===== src/bsac_pkg.sv =====
`default_nettype none

package bsac_pkg;

    localparam int NUM_BLOCKS = 4;
    localparam int SETTLE_W   = 16;
    localparam int COUNT_W    = 17;
    localparam int ASPECT_W   = 2;

    localparam logic [SETTLE_W-1:0] SETTLE_RESET = 16'd1000;
    localparam logic [COUNT_W-1:0]  COUNT_MAX    = {COUNT_W{1'b1}};

    typedef logic [ASPECT_W-1:0] aspect_t;

    localparam aspect_t ASPECT_RED    = 2'd0;
    localparam aspect_t ASPECT_YELLOW = 2'd1;
    localparam aspect_t ASPECT_DOUBLE = 2'd2;
    localparam aspect_t ASPECT_GREEN  = 2'd3;

    typedef logic [COUNT_W-1:0] count_t;

endpackage

`default_nettype wire


===== src/block_signal_aspect_controller.sv =====
`default_nettype none

// Four-aspect block signal controller. One request per clock: each request is
// a tick carrying the track-circuit level of every block (0 = shorted, block
// occupied). A low level marks the block occupied at once; a block reads free
// only after its settle counter, started on the first high tick, exceeds
// settle_ticks (reset 1000). The result holds one 2-bit aspect per block
// (0 red, 1 yellow, 2 double yellow, 3 green) and the occupied mask. out_valid
// rises in the cycle after acceptance; the state update and aspect
// decode sit between the block state registers and the output register, so
// a new request is taken every cycle unless a held result is stalled.
// settle_ticks may only be written while no request is in flight.
module block_signal_aspect_controller
(
    input  wire logic                                clk,
    input  wire logic                                rst_n,
    input  wire logic                                settle_ticks_we,
    input  wire logic [bsac_pkg::SETTLE_W-1:0]       settle_ticks,
    input  wire logic                                in_valid,
    output logic                                     in_stall,
    input  wire logic [bsac_pkg::NUM_BLOCKS-1:0]     circuit_levels,
    output logic                                     out_valid,
    input  wire logic                                out_stall,
    output logic [bsac_pkg::NUM_BLOCKS*bsac_pkg::ASPECT_W-1:0] aspects,
    output logic [bsac_pkg::NUM_BLOCKS-1:0]          occupied_mask
);

    logic [bsac_pkg::SETTLE_W-1:0]   settle_reg;
    logic [bsac_pkg::NUM_BLOCKS-1:0] occ_reg;
    logic [bsac_pkg::NUM_BLOCKS-1:0] occ_next;
    logic [bsac_pkg::NUM_BLOCKS-1:0] clr_reg;
    logic [bsac_pkg::NUM_BLOCKS-1:0] clr_next;
    bsac_pkg::count_t                cnt_reg  [bsac_pkg::NUM_BLOCKS];
    bsac_pkg::count_t                cnt_next [bsac_pkg::NUM_BLOCKS];
    logic [bsac_pkg::NUM_BLOCKS*bsac_pkg::ASPECT_W-1:0] asp_next;
    logic [bsac_pkg::NUM_BLOCKS*bsac_pkg::ASPECT_W-1:0] asp_reg;
    logic [bsac_pkg::NUM_BLOCKS-1:0] mask_reg;
    logic                            valid_reg;
    logic                            accept;

    assign in_stall      = valid_reg & out_stall;
    assign accept        = in_valid & ~in_stall;
    assign out_valid     = valid_reg;
    assign aspects       = asp_reg;
    assign occupied_mask = mask_reg;

    always_comb
    begin
        bsac_pkg::count_t inc;
        occ_next = occ_reg;
        clr_next = clr_reg;
        for (int i = 0; i < bsac_pkg::NUM_BLOCKS; i++)
        begin
            cnt_next[i] = cnt_reg[i];
            inc = (cnt_reg[i] == bsac_pkg::COUNT_MAX) ? cnt_reg[i]
                                                      : cnt_reg[i] + 1'b1;
            if (!circuit_levels[i])
            begin
                clr_next[i] = 1'b0;
                cnt_next[i] = '0;
                occ_next[i] = 1'b1;
            end
            else if (clr_reg[i])
            begin
                cnt_next[i] = inc;
                if (inc > {1'b0, settle_reg})
                begin
                    occ_next[i] = 1'b0;
                end
            end
            else
            begin
                // first high tick only starts settling
                clr_next[i] = 1'b1;
                cnt_next[i] = '0;
            end
        end
    end

    always_comb
    begin
        asp_next = '0;
        for (int i = 0; i < bsac_pkg::NUM_BLOCKS; i++)
        begin
            if (occ_next[i])
            begin
                asp_next[i*bsac_pkg::ASPECT_W +: bsac_pkg::ASPECT_W] = bsac_pkg::ASPECT_RED;
            end
            else if (i > 0 && occ_next[(i > 0) ? i-1 : 0])
            begin
                asp_next[i*bsac_pkg::ASPECT_W +: bsac_pkg::ASPECT_W] = bsac_pkg::ASPECT_YELLOW;
            end
            else if (i > 1 && occ_next[(i > 1) ? i-2 : 0])
            begin
                asp_next[i*bsac_pkg::ASPECT_W +: bsac_pkg::ASPECT_W] = bsac_pkg::ASPECT_DOUBLE;
            end
            else
            begin
                asp_next[i*bsac_pkg::ASPECT_W +: bsac_pkg::ASPECT_W] = bsac_pkg::ASPECT_GREEN;
            end
        end
    end

    always_ff @(posedge clk or negedge rst_n)
    begin
        if (!rst_n)
        begin
            settle_reg <= bsac_pkg::SETTLE_RESET;
        end
        else if (settle_ticks_we)
        begin
            settle_reg <= settle_ticks;
        end
    end

    always_ff @(posedge clk or negedge rst_n)
    begin
        if (!rst_n)
        begin
            occ_reg <= '1;
            clr_reg <= '0;
            for (int i = 0; i < bsac_pkg::NUM_BLOCKS; i++)
            begin
                cnt_reg[i] <= '0;
            end
        end
        else if (accept)
        begin
            occ_reg <= occ_next;
            clr_reg <= clr_next;
            for (int i = 0; i < bsac_pkg::NUM_BLOCKS; i++)
            begin
                cnt_reg[i] <= cnt_next[i];
            end
        end
    end

    always_ff @(posedge clk or negedge rst_n)
    begin
        if (!rst_n)
        begin
            valid_reg <= 1'b0;
        end
        else if (accept)
        begin
            valid_reg <= 1'b1;
        end
        else if (!out_stall)
        begin
            valid_reg <= 1'b0;
        end
    end

    always_ff @(posedge clk)
    begin
        if (accept)
        begin
            asp_reg  <= asp_next;
            mask_reg <= occ_next;
        end
    end

endmodule

`default_nettype wire


===== config.mk =====
export PLATFORM = sky130hd
export DESIGN_NAME = block_signal_aspect_controller
export DESIGN_NICKNAME = d
export VERILOG_FILES = /design/src/bsac_pkg.sv /design/src/block_signal_aspect_controller.sv
export SDC_FILE = /design/constraint.sdc
export NUM_CORES = 1
export LEC_CHECK = 0
export BUFFER_PORTS_ARGS = -buffer_cell sky130_fd_sc_hd__buf_2
export CAP_MARGIN = 25
export CORE_AREA = 5 5 151 153
export DETAILED_ROUTE_END_ITERATION = 7
export DIE_AREA = 0 0 156 158
export PLACE_DENSITY = 0.62
export SLEW_MARGIN = 10
export SYNTH_ARGS = -nofsm -noshare
export SYNTH_HDL_FRONTEND = slang
export SYNTH_SLANG_ARGS = --single-unit
export TNS_END_PERCENT = 30

===== constraint.sdc =====
create_clock -name clk -period 7.7 [get_ports clk]
set_input_delay 1.54 -clock clk [delete_from_list [all_inputs] [get_ports clk]]
set_output_delay 1.54 -clock clk [all_outputs]
set_load 0.01 [all_outputs]

==> summary.md <==
| Metric | Value |
|---|---|
| Post-Synth Adder-Cell Area | 0.116 |
| Sw Share | 0.274 |
| Total GRT Usage | 0.151 |
| WL met2 | approximately 8300 um |
| Comb pwr share | 0.129 |
| Sequential share of power | 0.471 |
| Rel. slew slack | 0.417 |
| Flops & latches, synth | approximately 100 |
| Placed cell count | ~1100 |
| Initial antenna violation count | 0 |
| Avg WL per Cell | roughly 16 um |
| Async SR Flop Fraction | 0.894 |
| Mean Syn Cell Area | about 9.0 um2 |
| Crit path capture type | flop |
| Min-delay src | occ_reg[0]$_DFFE_PN1P_ |
| Pint | roughly 0.90 mW |
| Setup_tns | 0 ns |
| Switching power | about 0.34 mW |
| Clock group share of total power | 0.401 |
| Worst-path clk slew | about 0.07 ns |
| Mapped Area | around 7300 um2 |
| Post-synth EDFFs | 11 |
| Largest net degree at the start of global routing | 72 |
| Fin crit share | 0.534 |
| GP Congestion | roughly 0.82 |
| Final non-filler cell total | 1108 |
| Core ar. | around 21000 um2 |
| Crit Path Class | flop to flop |
| CTS Buffer Depth | 2 |
| Hold Crit Class | flop to flop |
| Total congestion overflow | 0 |
| Worst skew pair latency | 0.37 ns |
| Metal3 WL | between 700 and 800 um |
| Vias in the first global route | 5771 |
| CTS resizes | 0 |
| Post-DP HPWL | approximately 13000 um |
| Synth Area in XOR/XNOR | 0.0681 |
| Syn Nets | roughly 910 |
| Top FF cell, synth | dfrtp_1 |
| R2r endpoint | aspects[6]$_SDFFCE_PP0P_ |
| Routed WL | 18200 um |
| Postcts setup bufs | 0 |
| Leak | 3.64 nW |
| Hold Path Stages | 1 |
| Worst-path fanout max | 13 |
| RSZ-0062 raised after global routing | no |
| Post-synthesis mux area share | 0.0116 |
| Drt first pass iters | 6 |
| Diodes inserted | 0 |
| Status | finished, final reports clean |
| R2R Path Start | cnt_reg[34]$_DFFE_PN0P_ |
| Num CTS Buffers | 9 |
| Combinational family with the most area after synthesis | compound AO/OA/AOI/OAI gates |
| Peak supply drop | 0.0992 mV |
| Max reg flops | 68 |
| R2R cell count | 13 |
| Initial DRC Count | 450 |
| Cell Pwr Density | about 150 nW/um2 |
| IO Count | 39 |
| Area of the multi-input gates | around 4400 um2 |
| First-pass GRT wire length | roughly 30000 um |
| # rows | 54 |
| Synth Area in Compound Gates | 0.220 |
| Starting Density | 0.342 |
| Area delta synth->final | 9.79% |
| Synthesized instance count | around 810 |
| Clock skew | approximately 0.0047 ns |
| Die area | 24600 um2 |
| Max cap viols | 0 |
| Die W | 156 um |
| Post-Synth Simple-Gate Area | 0.178 |
| Hold_buf cts | 0 |
| CTS tree | built |
| Final setup fails | 0 |
| Antenna-violating nets left | 0 |
| Height of the die | 158 um |
| Worst setup SP type | flop |
| Final nets | around 920 |
| Highest metal used | met4 |
| Max-slew violations | 0 |
| DRC violations left | 0 |
| Critical Path AT | between 4 and 5 ns |
| Clk sink count | ~100 |
| Time the worst path needs with I/O delays and setup | between 4 and 5 ns |
| Clk root buf | clkbuf_16 |
| Worst-margin pin slew | 0.875 ns |
| Seq. cell area | between 2000 and 3000 um2 |
| Post-synth cell types | 64 |
| H-tree lvl count | 3 |
| M1 wire length | 8850 um |
| CP required | 7.82 ns |
| Hold Crit Endpoint | occ_reg[0]$_DFFE_PN1P_ |
| Via count | 6077 |
| Vias/cell | roughly 5.5 |
| Filler Cell Count | roughly 2100 |
| Layout cells sized above 1 | 0.114 |
| Sequential fraction of the synthesis area | 0.364 |
| FF-to-FF setup slack | 3.59 ns |
| Port Buffers | 38 |
| Hold Vio Cnt, Final | 0 |
| Max Clk Rate | 0.243 GHz |
| Synth Warn # | 0 |
-- power groups by stage --
| stage | logic (mW) | registers [mW] | clock network [mW] |
|---|---|---|---|
| after floorplan | 0.103 | 0.593 | 0 |
| after CTS | 0.161 | 0.586 | 0.510 |
| final | 0.160 | 0.586 | 0.499 |
| after detailed placement | 0.160 | 0.597 | 0 |
| after global routing | 0.185 | 0.588 | 0.533 |
| after global placement | 0.157 | 0.596 | 0 |
-- Yosys cell counts, types with 4 or more instances --
library cell   n  area, um2
nand3_1       44        220
a22o_1        12        105
buf_4          5       37.5
a31oi_1       22        138
xnor2_1       43        377
nor3_1         5       25.0
dfstp_2       10        263
inv_1         30        113
a21o_1        14        105
clkbuf_1      25       93.8
and2_1         8       50.1
o21ai_0       84        420
ha_1          68        851
nor2b_1        4       25.0
nand2_1       87        327
nor2_1        40        150
nand4_1       19        119
xor2_1        14        123
a41oi_1        6       52.6
edfxtp_1      11        330
buf_2         10       50.1
mux2i_1        4       40.0
dfrtp_1       83       2080
and4_1         7       61.3
and3_1        10       62.6
o31ai_1       38        285
mux2_2         4       45.0
a21oi_1       47        235
-- layout by cell type (no fill, tap or decap), types with 12 or more instances in the layout --
master	n
a31oi_1	22
inv_1	30
nand4_1	19
a22o_1	12
nand3_1	44
xor2_1	14
buf_2	37
o21ai_0	84
nand2_1	86
xnor2_1	43
a21o_1	14
ha_1	68
nor2_1	40
o31ai_1	38
a21oi_1	47
dfrtp_1	83
-- cell type report --
type,count,area share
sequential,104,0.332
clock inverter,5,0.00653
inverter,30,0.0140
multi-input combinational,636,0.541
timing repair buffer,42,0.0301
clock buffer,11,0.0328
tap,280,0.0435
-- worst max-delay path, stage by stage (launching register included) --
cell      delay, ns
dfrtp_1        0.47
ha_1           0.27
nand4_1        0.13
nor3_2         0.09
a211oi_2       0.72
nand2_1        0.21
xnor2_1        0.30
ha_1           0.32
nand4_1        0.13
nor2_1         0.06
a221o_1        0.28
or3_1          0.34
a32o_1         0.33
o21ba_2        0.22
-- worst max path at each step --
stage,from,end
after floorplan,cnt_reg[35]$_DFFE_PN0P_,aspects[6]$_SDFFCE_PP0P_
after global placement,out_stall,cnt_reg[15]$_DFFE_PN0P_
after detailed placement,out_stall,cnt_reg[9]$_DFFE_PN0P_
after CTS,cnt_reg[51]$_DFFE_PN0P_,aspects[4]$_SDFFCE_PP0P_
after global routing,cnt_reg[51]$_DFFE_PN0P_,aspects[4]$_SDFFCE_PP0P_
final,cnt_reg[34]$_DFFE_PN0P_,aspects[6]$_SDFFCE_PP0P_
-- logic make-up after synthesis --
family          count (synthesis)
compound gates                254
simple gates                  249
flops                         104
buf+inv                        73
fa+ha+maj                      68
xor+xnor                       57
mux                             8
-- metal layers --
metal	track usage	vias to the layer above
li1	-	3017
met1	0.211	2911
met2	0.240	124
met3	0.0290	25
met4	0.0396	0
met5	0	-
-- through the flow --
| stage | utilization | hold slack (ns) | total power, mW | cell area [um2] | worst slack [ns] |
|---|---|---|---|---|---|
| floorplan | - | 0.462 | 0.696 | 7330 | 4.29 |
| global placement | 0.360 | 0.472 | 0.753 | 7710 | 3.63 |
| detailed placement | 0.360 | 0.482 | 0.757 | 7710 | 3.61 |
| CTS | 0.375 | 0.488 | 1.26 | 8030 | 3.59 |
| global route | 0.376 | 0.492 | 1.31 | 8050 | 3.24 |
| finish | 0.376 | 0.495 | 1.25 | 8050 | 3.59 |
Note: power is estimated with default switching activity, not from simulation.
